<file path="src/hdl/nbg_pkg.sv">
// ----------------------------------------------------------------------------
// nbg_pkg
// Shared types, constants and saturation helpers for the gravity step block.
// ----------------------------------------------------------------------------
`default_nettype none

package nbg_pkg;

  localparam int MAX_PARTICLES = 64;
  localparam int IDX_W         = $clog2(MAX_PARTICLES);
  localparam int N_W           = IDX_W + 1;
  localparam int FRAC_BITS     = 32;
  localparam int FRIC_BITS     = 32;
  localparam int VAL_W         = 48;
  localparam int VEC_W         = 3 * VAL_W;
  localparam int AC_W          = 7;
  localparam int CFG_AW        = 6;
  localparam int MUL_W         = 64;
  localparam int DIV_W         = 128;
  localparam int SUM_W         = 56;
  localparam int S_W           = 98;
  localparam int SQ_W          = 100;
  localparam int SQ_STEPS      = 50;
  localparam int D_W           = 50;
  localparam int F_SHIFT       = 48;

  localparam logic [2:0] REG_GRAVITY  = 3'd0;
  localparam logic [2:0] REG_SOFTEN   = 3'd1;
  localparam logic [2:0] REG_STEP     = 3'd2;
  localparam logic [2:0] REG_FRICTION = 3'd3;
  localparam logic [2:0] REG_ACTIVE   = 3'd4;

  typedef logic signed [VAL_W-1:0] val_t;

  typedef struct packed {
    logic       operation;
    logic [5:0] particle_index;
    val_t       load_pos_x;
    val_t       load_pos_y;
    val_t       load_pos_z;
    val_t       load_vel_x;
    val_t       load_vel_y;
    val_t       load_vel_z;
  } in_item_t;

  typedef struct packed {
    logic [5:0] out_index;
    val_t       new_pos_x;
    val_t       new_pos_y;
    val_t       new_pos_z;
    val_t       new_vel_x;
    val_t       new_vel_y;
    val_t       new_vel_z;
    logic       last;
  } out_item_t;

  typedef struct packed {
    logic [47:0] gravity_strength;
    logic [31:0] softening_term;
    logic [31:0] step_time;
    logic [31:0] friction;
  } cfg_t;

  typedef enum logic [4:0] {
    OP_NONE,
    OP_LOAD,
    OP_RD_I,
    OP_RD_J,
    OP_CAP_I,
    OP_CLR_SUM,
    OP_DIFF,
    OP_MUL_SQ,
    OP_ADD_S,
    OP_SQRT_GO,
    OP_DEN,
    OP_DIV_F,
    OP_F,
    OP_DIV_U,
    OP_U,
    OP_MUL_FU,
    OP_C,
    OP_WR_ACC,
    OP_MUL_DT2,
    OP_DT2,
    OP_CAP_V,
    OP_MUL_ADT,
    OP_V1,
    OP_MUL_VFR,
    OP_V2,
    OP_MUL_VDT,
    OP_T2,
    OP_MUL_ADT2,
    OP_P,
    OP_EMIT
  } dp_op_t;

  typedef enum logic [4:0] {
    ST_IDLE,
    ST_A_CLR,
    ST_A_RDI,
    ST_A_CAPI,
    ST_A_JCHK,
    ST_A_DIFF,
    ST_A_SQ,
    ST_A_SQW,
    ST_A_SQRT,
    ST_A_SQRTW,
    ST_A_FGO,
    ST_A_FW,
    ST_A_UGO,
    ST_A_UW,
    ST_A_CGO,
    ST_A_CW,
    ST_A_WRACC,
    ST_B_DT2,
    ST_B_DT2W,
    ST_B_RD,
    ST_B_CAP,
    ST_B_M1,
    ST_B_M1W,
    ST_B_M2,
    ST_B_M2W,
    ST_B_M3,
    ST_B_M3W,
    ST_B_M4,
    ST_B_M4W,
    ST_B_EMIT
  } ctrl_state_t;

  typedef struct packed {
    dp_op_t           op;
    logic [IDX_W-1:0] i;
    logic [IDX_W-1:0] j;
    logic [1:0]       k;
    logic             last;
  } cmd_t;

  typedef struct packed {
    logic done;
    logic s_zero;
    logic den_zero;
  } stat_t;

  function automatic logic [63:0] sat64(input logic [DIV_W-1:0] v);
    return (v[DIV_W-1:64] != '0) ? '1 : v[63:0];
  endfunction

  // sign-magnitude to signed 48, saturating
  function automatic val_t sat_sgn(input logic neg, input logic [63:0] m);
    logic [VAL_W-1:0] t;
    t = ~m[VAL_W-1:0] + VAL_W'(1);
    if (neg) begin
      return (m > (64'd1 << (VAL_W - 1))) ? val_t'({1'b1, {(VAL_W-1){1'b0}}}) : val_t'(t);
    end
    return (m > {{(64-VAL_W+1){1'b0}}, {(VAL_W-1){1'b1}}}) ?
           val_t'({1'b0, {(VAL_W-1){1'b1}}}) : val_t'(m[VAL_W-1:0]);
  endfunction

  function automatic val_t sat48(input logic signed [SUM_W-1:0] v);
    logic signed [SUM_W-1:0] hi;
    logic signed [SUM_W-1:0] lo;
    hi = SUM_W'({1'b0, {(VAL_W-1){1'b1}}});
    lo = -(SUM_W'(1) <<< (VAL_W - 1));
    if (v > hi) return val_t'(hi);
    if (v < lo) return val_t'(lo);
    return val_t'(v);
  endfunction

  function automatic logic [63:0] mag48(input val_t v);
    logic [VAL_W-1:0] u;
    logic [VAL_W-1:0] m;
    u = v;
    m = u[VAL_W-1] ? (~u + VAL_W'(1)) : u;
    return {{(64-VAL_W){1'b0}}, m};
  endfunction

  function automatic logic signed [SUM_W-1:0] sx(input val_t v);
    return SUM_W'(v);
  endfunction

endpackage

`default_nettype wire

</file>
<file path="src/hdl/nbg_ctrl.sv">
// ----------------------------------------------------------------------------
// nbg_ctrl
// Sequencer: issues loads; walks particle pairs for the forces, then integrates each one.
// ----------------------------------------------------------------------------
`default_nettype none

module nbg_ctrl import nbg_pkg::*; (
  input  wire logic           clk,
  input  wire logic           rst_n,
  input  wire logic           start,
  input  wire logic           in_op,
  input  wire logic [N_W-1:0] n,
  input  wire stat_t          stat,
  output cmd_t                cmd,
  output logic                busy
);

  ctrl_state_t      state_r, state_nxt;
  logic [IDX_W-1:0] i_r, i_nxt;
  logic [N_W-1:0]   j_r, j_nxt;
  logic [1:0]       k_r, k_nxt;
  dp_op_t           op;
  logic             i_last;

  assign i_last = (N_W'(i_r) == (n - N_W'(1)));

  always_ff @(posedge clk) begin
    if (!rst_n) begin
      state_r <= ST_IDLE;
      i_r     <= '0;
      j_r     <= '0;
      k_r     <= '0;
    end else begin
      state_r <= state_nxt;
      i_r     <= i_nxt;
      j_r     <= j_nxt;
      k_r     <= k_nxt;
    end
  end

  always_comb begin
    state_nxt = state_r;
    i_nxt     = i_r;
    j_nxt     = j_r;
    k_nxt     = k_r;
    op        = OP_NONE;
    case (state_r)
      ST_IDLE: begin
        if (start) begin
          if (!in_op) begin
            op = OP_LOAD;
          end else if (n != '0) begin
            i_nxt     = '0;
            state_nxt = ST_A_CLR;
          end
        end
      end
      ST_A_CLR: begin
        op        = OP_CLR_SUM;
        j_nxt     = '0;
        state_nxt = ST_A_RDI;
      end
      ST_A_RDI: begin
        op        = OP_RD_I;
        state_nxt = ST_A_CAPI;
      end
      ST_A_CAPI: begin
        op        = OP_CAP_I;
        state_nxt = ST_A_JCHK;
      end
      ST_A_JCHK: begin
        if (j_r == n) begin
          state_nxt = ST_A_WRACC;
        end else if (j_r == N_W'(i_r)) begin
          j_nxt = j_r + N_W'(1);
        end else begin
          op        = OP_RD_J;
          state_nxt = ST_A_DIFF;
        end
      end
      ST_A_DIFF: begin
        op        = OP_DIFF;
        k_nxt     = '0;
        state_nxt = ST_A_SQ;
      end
      ST_A_SQ: begin
        op        = OP_MUL_SQ;
        state_nxt = ST_A_SQW;
      end
      ST_A_SQW: begin
        if (stat.done) begin
          op = OP_ADD_S;
          if (k_r == 2'd2) begin
            state_nxt = ST_A_SQRT;
          end else begin
            k_nxt     = k_r + 2'd1;
            state_nxt = ST_A_SQ;
          end
        end
      end
      ST_A_SQRT: begin
        if (stat.s_zero) begin
          j_nxt     = j_r + N_W'(1);
          state_nxt = ST_A_JCHK;
        end else begin
          op        = OP_SQRT_GO;
          state_nxt = ST_A_SQRTW;
        end
      end
      ST_A_SQRTW: begin
        if (stat.done) begin
          op        = OP_DEN;
          state_nxt = ST_A_FGO;
        end
      end
      ST_A_FGO: begin
        if (stat.den_zero) begin
          j_nxt     = j_r + N_W'(1);
          state_nxt = ST_A_JCHK;
        end else begin
          op        = OP_DIV_F;
          state_nxt = ST_A_FW;
        end
      end
      ST_A_FW: begin
        if (stat.done) begin
          op        = OP_F;
          k_nxt     = '0;
          state_nxt = ST_A_UGO;
        end
      end
      ST_A_UGO: begin
        op        = OP_DIV_U;
        state_nxt = ST_A_UW;
      end
      ST_A_UW: begin
        if (stat.done) begin
          op        = OP_U;
          state_nxt = ST_A_CGO;
        end
      end
      ST_A_CGO: begin
        op        = OP_MUL_FU;
        state_nxt = ST_A_CW;
      end
      ST_A_CW: begin
        if (stat.done) begin
          op = OP_C;
          if (k_r == 2'd2) begin
            j_nxt     = j_r + N_W'(1);
            state_nxt = ST_A_JCHK;
          end else begin
            k_nxt     = k_r + 2'd1;
            state_nxt = ST_A_UGO;
          end
        end
      end
      ST_A_WRACC: begin
        op = OP_WR_ACC;
        if (i_last) begin
          state_nxt = ST_B_DT2;
        end else begin
          i_nxt     = i_r + IDX_W'(1);
          state_nxt = ST_A_CLR;
        end
      end
      ST_B_DT2: begin
        op        = OP_MUL_DT2;
        state_nxt = ST_B_DT2W;
      end
      ST_B_DT2W: begin
        if (stat.done) begin
          op        = OP_DT2;
          i_nxt     = '0;
          state_nxt = ST_B_RD;
        end
      end
      ST_B_RD: begin
        op        = OP_RD_I;
        state_nxt = ST_B_CAP;
      end
      ST_B_CAP: begin
        op        = OP_CAP_V;
        k_nxt     = '0;
        state_nxt = ST_B_M1;
      end
      ST_B_M1: begin
        op        = OP_MUL_ADT;
        state_nxt = ST_B_M1W;
      end
      ST_B_M1W: begin
        if (stat.done) begin
          op        = OP_V1;
          state_nxt = ST_B_M2;
        end
      end
      ST_B_M2: begin
        op        = OP_MUL_VFR;
        state_nxt = ST_B_M2W;
      end
      ST_B_M2W: begin
        if (stat.done) begin
          op        = OP_V2;
          state_nxt = ST_B_M3;
        end
      end
      ST_B_M3: begin
        op        = OP_MUL_VDT;
        state_nxt = ST_B_M3W;
      end
      ST_B_M3W: begin
        if (stat.done) begin
          op        = OP_T2;
          state_nxt = ST_B_M4;
        end
      end
      ST_B_M4: begin
        op        = OP_MUL_ADT2;
        state_nxt = ST_B_M4W;
      end
      ST_B_M4W: begin
        if (stat.done) begin
          op = OP_P;
          if (k_r == 2'd2) begin
            state_nxt = ST_B_EMIT;
          end else begin
            k_nxt     = k_r + 2'd1;
            state_nxt = ST_B_M1;
          end
        end
      end
      ST_B_EMIT: begin
        op = OP_EMIT;
        if (i_last) begin
          state_nxt = ST_IDLE;
        end else begin
          i_nxt     = i_r + IDX_W'(1);
          state_nxt = ST_B_RD;
        end
      end
      default: state_nxt = ST_IDLE;
    endcase
  end

  assign cmd.op   = op;
  assign cmd.i    = i_r;
  assign cmd.j    = j_r[IDX_W-1:0];
  assign cmd.k    = k_r;
  assign cmd.last = i_last;
  assign busy     = (state_r != ST_IDLE);

endmodule

`default_nettype wire

</file>
<file path="config.mk">
export PLATFORM = sky130hd
export DESIGN_NAME = nbg_ctrl
export DESIGN_NICKNAME = d
export VERILOG_FILES = /design/src/hdl/nbg_pkg.sv /design/src/hdl/nbg_ctrl.sv
export SDC_FILE = /design/constraint.sdc
export NUM_CORES = 1
export LEC_CHECK = 0
export ABC_AREA = 1
export BUFFER_PORTS_ARGS = -buffer_cell sky130_fd_sc_hd__buf_2
export CORE_MARGIN = 2
export CORE_UTILIZATION = 39
export CTS_CLUSTER_SIZE = 10
export DETAILED_ROUTE_END_ITERATION = 6
export PLACE_DENSITY_LB_ADDON = 0.12
export SYNTH_ARGS = -nofsm -noshare
export SYNTH_HDL_FRONTEND = slang
export SYNTH_SLANG_ARGS = --single-unit
</file>
<file path="constraint.sdc">
create_clock -name clk -period 4.2 [get_ports clk]
set_input_delay 0.42 -clock clk [delete_from_list [all_inputs] [get_ports clk]]
set_output_delay 0.42 -clock clk [all_outputs]
set_load 0.03 [all_outputs]
</file>
==> results.cfg, run 1 <==
[outcome]
status = complete, no violations

[timing]
fin_crit_sh_pct = 60.9
fmax_mhz = 391
slew_headroom_pct = 63.5
final_hold_viol_count = 0
worst_clock_skew_ns = 0.00721
worst_pin_slew_ns = 0.547
report.final.slew_viol_count = 0
finalCriticalPeriod_ns = 2.56
final-setup-viol-count = 0
rsz0062_at_grt = no
tns_ns = 0
fin_ws_ns = 1.64

[yosys]
syn_avg_cell_area_sq_um = 5.83
mappedNetlistArea_sq_um = 2360
synthArstFlopShare_pct = 0
ys_types = 39
yosysMostFrequentCell = nand2_1
synthMuxAreaShare_pct = 0
synth_top_family_by_area = simple AND/OR/NAND/NOR gates
ys_seq_area_share_pct = 17.0
synth_area_leaders = nand2_1 18%, dfxtp_1 17%, nor2_1 7.6%
ys_seq_elements = 20
synth_fa_ha_area_share_pct = 2.12
ys_top_cells_by_count = 112 x nand2_1, 48 x nor2_1, 44 x inv_1
syn-num-nets = 423
synth-main-ff-cell = dfxtp_1
yosys.area_share.simple_pct = 48.0
synth_cells = 405
synth_top_area_cell = nand2_1
synthXorXnorAreaFrac_pct = 7.05
synth-compound-area-share_pct = 13.5
synthDominantCellAreaShare_pct = 17.8
synth-edff-count = 0
yosys_warnings = 0

[clocking]
clk_latency_ns = 0.27
numCtsBuffers = 3
cts_buffer_depth = 2
postCtsHoldBufs = 0
clk_pin_slew_ns = 0.08
post_cts_buffers = 0
cts_resized = 0
cts.sinks = 20
root_buffer = clkbuf_8
h-tree-depth = 1
cts_tree = built

[global_routing]
grt_use_met1_pct = 29.9
grt_pass1_wl_um = 11000
use_met3_pct = 4.29
met2_usage_pct = 32.0
antenna_found_initial = 0
grt_max_degree = 17
top_usage_layer = met2
grt_usage_pct = 20.9
grt_pass1_vias = 2225
grt_overflow_total = 0

[worst_setup_path]
crit_arrival_ns = 2.14
cp_common_cell = inv_1
cp-end-kind = primary output
crit_path_max_incr_delay_ns = 0.57
crit_required_ns = 3.78
reg2reg_slack_ns = 2.20
worstSetupPathType = flop to primary output
r2r-end = state_r[2]
cp-endpoint = cmd[18]
crit_slowest_cell = dfxtp_1
path_cells = inv_2 -> nand2_1 -> nor2_2 -> nand2_2 -> inv_1 -> a21oi_1 -> inv_1 -> nor2_1 -> nand4_1 -> buf_2
critPathLaunch = state_r[1]
start_kind = flop
cp_max_fo = 8
r2r-start = state_r[4]
rr_worst_depth = 10

[detailed_routing]
drtPass1Iterations = 4
post_drt_wl_per_cell_um = 13.7
ant_nets = 0
vias_per_cell = 5.17
drc = 0
wirelength_um = 6880
initialDrtViolationCount = 286
vias = 2603

[worst_hold_path]
min_path_type = input port to flop

[final_layout]
area_delta_synth_final_pct = 10.4
fin_nets = 447
drive_above_1_share_pct = 17.5
diodes = 0

[die]
start_util_pct = 40.1
die_x_um = 81.8
core_sq_um = 5890
rows = 28
io_pins = 35
die-area_sq_um = 6690
die_y_um = 81.8

[flow_run]
max-cap-violations = 0

[power]
power_per_cell_area_nw_per_um2 = 421
leakage_uw = 0.00136
irDropWorstVdd_uv = 214

[place]
hpwl_um = 5610
place_ws_ns = 1.90
port_buffers = 34
gp_congestion = 0.968
cell type report:
class	count	area (sq um)
Fill cell	649	3280
Multi-Input combinational cell	317	1670
Sequential cell	20	400
Inverter	53	201
Timing Repair Buffer	34	170
Tap cell	75	93.8
Clock buffer	3	41.3
Clock inverter	1	30.0
stage by stage:
| step | utilization, % | hold WS [ns] | std cells | cell area, sq um | power, uW |
|---|---|---|---|---|---|
| CTS | 44.3 | 0.473 | 503 | 2610 | 1100 |
| detailed placement | 43.1 | 0.505 | 499 | 2530 | 899 |
| global route | 44.3 | 0.477 | 503 | 2610 | 1190 |
| floorplan | - | 0.488 | 405 | 2360 | 763 |
| global placement | 43.1 | 0.504 | 499 | 2530 | 900 |
| finish | 44.3 | 0.480 | 503 | 2610 | 1100 |
worst max-delay path, delay by kind of cell, from the launching register on:
kind | cells | cell delay, ns
AND/OR/NAND/NOR | 5 | 0.61
flip-flops | 1 | 0.57
buffers and inverters | 4 | 0.44
AO/OA/AOI/OAI | 1 | 0.25
worst min-delay path by stage:
stage,cells past startpoint,to,from
2_1_floorplan,2,j_r[6],j_r[6]
3_3_place_gp,2,i_r[4],i_r[4]
3_5_place_dp,2,i_r[4],i_r[4]
4_1_cts,3,i_r[0],rst_n
5_1_grt,3,i_r[0],rst_n
6_report,3,i_r[0],rst_n
logic make-up after synthesis:
logic type	Yosys count
simple gates	243
flops	20
xor+xnor	19
fa+ha+maj	4
compound gates	51
buf+inv	68
placed cells by master (no fill, tap or decap), types with 2 or more instances in the layout:
master and count:
xor2_1 12, dfxtp_1 20, nand2_2 6, nor2_2 5, inv_2 8, nand2_4 3, nand4_1 17, nand3b_1 2
o21ai_2 3, o21ai_0 12, nor3_1 13, a21oi_1 21, buf_2 34, o22ai_1 3, clkbuf_8 3, nand3_1 28
inv_1 44, nor2_1 48, nor2_4 4, ha_1 4, xnor2_1 7, nand2_1 112, o21ai_1 3
report_power, final:
part	switching, uW	total, uW	internal [uW]
combinational	425	630	205
clock	72.7	200	127
sequential	52.2	267	215
total	550	1100	547
registers in the layout (all words and copies together), names as in the netlist:
register / cells
j_r: 7
i_r: 6
state_r: 5
k_r: 2
per-layer routing:
layer / vias up / wire length [um]
met1: 1134 / 3370
li1: 1359 / -
met2: 98 / 2860
met3: 12 / 528
met4: 0 / 119
met5: - / 0
(Power assumes the default switching activity.)
==> inputs of run 2 (changes only) <==
Clock period 4.2 ns to 2 ns, I/O delays scaled along.
==> results.cfg, run 2 (same netlist as run 1, synthesis figures left out) <==
[timing]
fin_ws_ns = 0.0336
worst_clock_skew_ns = 0.00171
fmax_mhz = 509
final_hold_viol_count = 0
rsz0062_at_grt = yes
slew_headroom_pct = 62.0
fin_crit_sh_pct = 98.3
finalCriticalPeriod_ns = 1.97
tns_ns = 0
worst_pin_slew_ns = 0.569
final-setup-viol-count = 0
report.final.slew_viol_count = 0

[global_routing]
grt_usage_pct = 24.0
grt_overflow_total = 0
grt_pass1_wl_um = 12300
antenna_found_initial = 0
grt_max_degree = 17
grt_pass1_vias = 2521

[place]
port_buffers = 34
hpwl_um = 6170
gp_congestion = 1.01
place_ws_ns = 0.00505

[detailed_routing]
drtPass1Iterations = 5
ant_nets = 0
wirelength_um = 7920
vias = 2869
drc = 0
initialDrtViolationCount = 264
vias_per_cell = 5.28
post_drt_wl_per_cell_um = 14.6

[final_layout]
fill_cells = 601
diodes = 0
layout_common_cells = 101 x nand2_1, 46 x nor2_1, 40 x inv_1
largest_register_ffs = 7
largest-register = j_r
area_delta_synth_final_pct = 32.8
top_regs = j_r x7, i_r x6, state_r x5
drive_above_1_share_pct = 33.1
fin_nets = 487
layout_commonest_cell = nand2_1

[worst_setup_path]
crit_arrival_ns = 1.77
crit_required_ns = 1.80
reg2reg_slack_ns = 0.18
cp_max_fo = 7
r2r-start = state_r[0]
cp-end-kind = primary output
worstSetupPathType = flop to primary output
critPathLaunch = state_r[1]
start_kind = flop
rr_worst_depth = 11
r2r-end = i_r[0]

[die]
start_util_pct = 40.1
die_y_um = 81.8
die_x_um = 81.8
io_pins = 35
core_sq_um = 5890
rows = 28
die-area_sq_um = 6690

[clocking]
root_buffer = clkbuf_8
cts.sinks = 20
clk_latency_ns = 0.26
numCtsBuffers = 3
postCtsHoldBufs = 0
cts_buffer_depth = 2
cts_tree = built
h-tree-depth = 1
clk_pin_slew_ns = 0.09

[worst_hold_path]
hold_depth = 3
hold_start = rst_n
hold_end = i_r[0]
min_path_type = input port to flop

[flow_run]
max-cap-violations = 0

[power]
irDropWorstVdd_uv = 698
leakage_uw = 0.00161
power_per_cell_area_nw_per_um2 = 845

[outcome]
status = complete, no violations
[run 2: through the flow]
stage | area, sq um | utilization, % | hold WS (ns) | cells | power [uW]
finish | 3130 | 53.2 | 0.253 | 543 | 2650
global route | 3130 | 53.2 | 0.246 | 543 | 2860
CTS | 2900 | 49.2 | 0.243 | 534 | 2460
detailed placement | 2750 | 46.6 | 0.492 | 527 | 1960
global placement | 2750 | 46.6 | 0.494 | 527 | 1960
floorplan | 2360 | - | 0.356 | 405 | 1600
[run 2: final cells by class]
cell class                 instances  area [sq um]  area share [%]
inverter                          53           213            6.79
sequential                        20           424            13.5
clock buffer                       3          41.3            1.32
multi-input combinational        317          1810            57.6
tap                               75          93.8            3.00
clock inverter                     1          30.0           0.958
timing repair buffer              74           526            16.8
[run 2: power breakdown]
group / switching [uW] / leakage (uW) / internal, uW / total [uW]
clock: 157 / 0.0000357 / 267 / 424
sequential: 98.6 / 0.000168 / 462 / 560
combinational: 1010 / 0.00141 / 657 / 1660
total: 1260 / 0.00161 / 1390 / 2650
[run 2: metal layers]
layer	wire (um)	share of wire, %	up-vias	global-route usage [%]
met5	0	0	-	0
li1	-	-	1444	-
met2	3400	43	123	36.1
met3	575	7.3	22	3.96
met1	3740	47	1280	35.8
met4	206	2.6	0	5.00
[run 2: worst max-delay path, stage by stage, from the launching register on]
cell and delay, ns:
dfxtp_4 0.39, nand2_1 0.13, buf_4 0.15, nor2_1 0.05, a21oi_2 0.19, o2111ai_2 0.17, nor3_2 0.15, nand3_1 0.11
buf_6 0.16
[run 2: what timing repair did]
action	CTS	global route
pin swaps	4	11
endpoints found under the hold margin	0	0
gates resized for setup	22	48
endpoints found under the setup margin	4	6
buffers inserted	3	9
[run 2: how the worst max path moves through the flow]
stage,endpoint,slack (ns),cells after the start
global route,cmd[16],-0.08,9
CTS,cmd[17],0.008,8
global placement,state_r[4],0.02,14
finish,cmd[17],0.03,8
detailed placement,state_r[4],0.005,14
floorplan,cmd[15],0.25,8
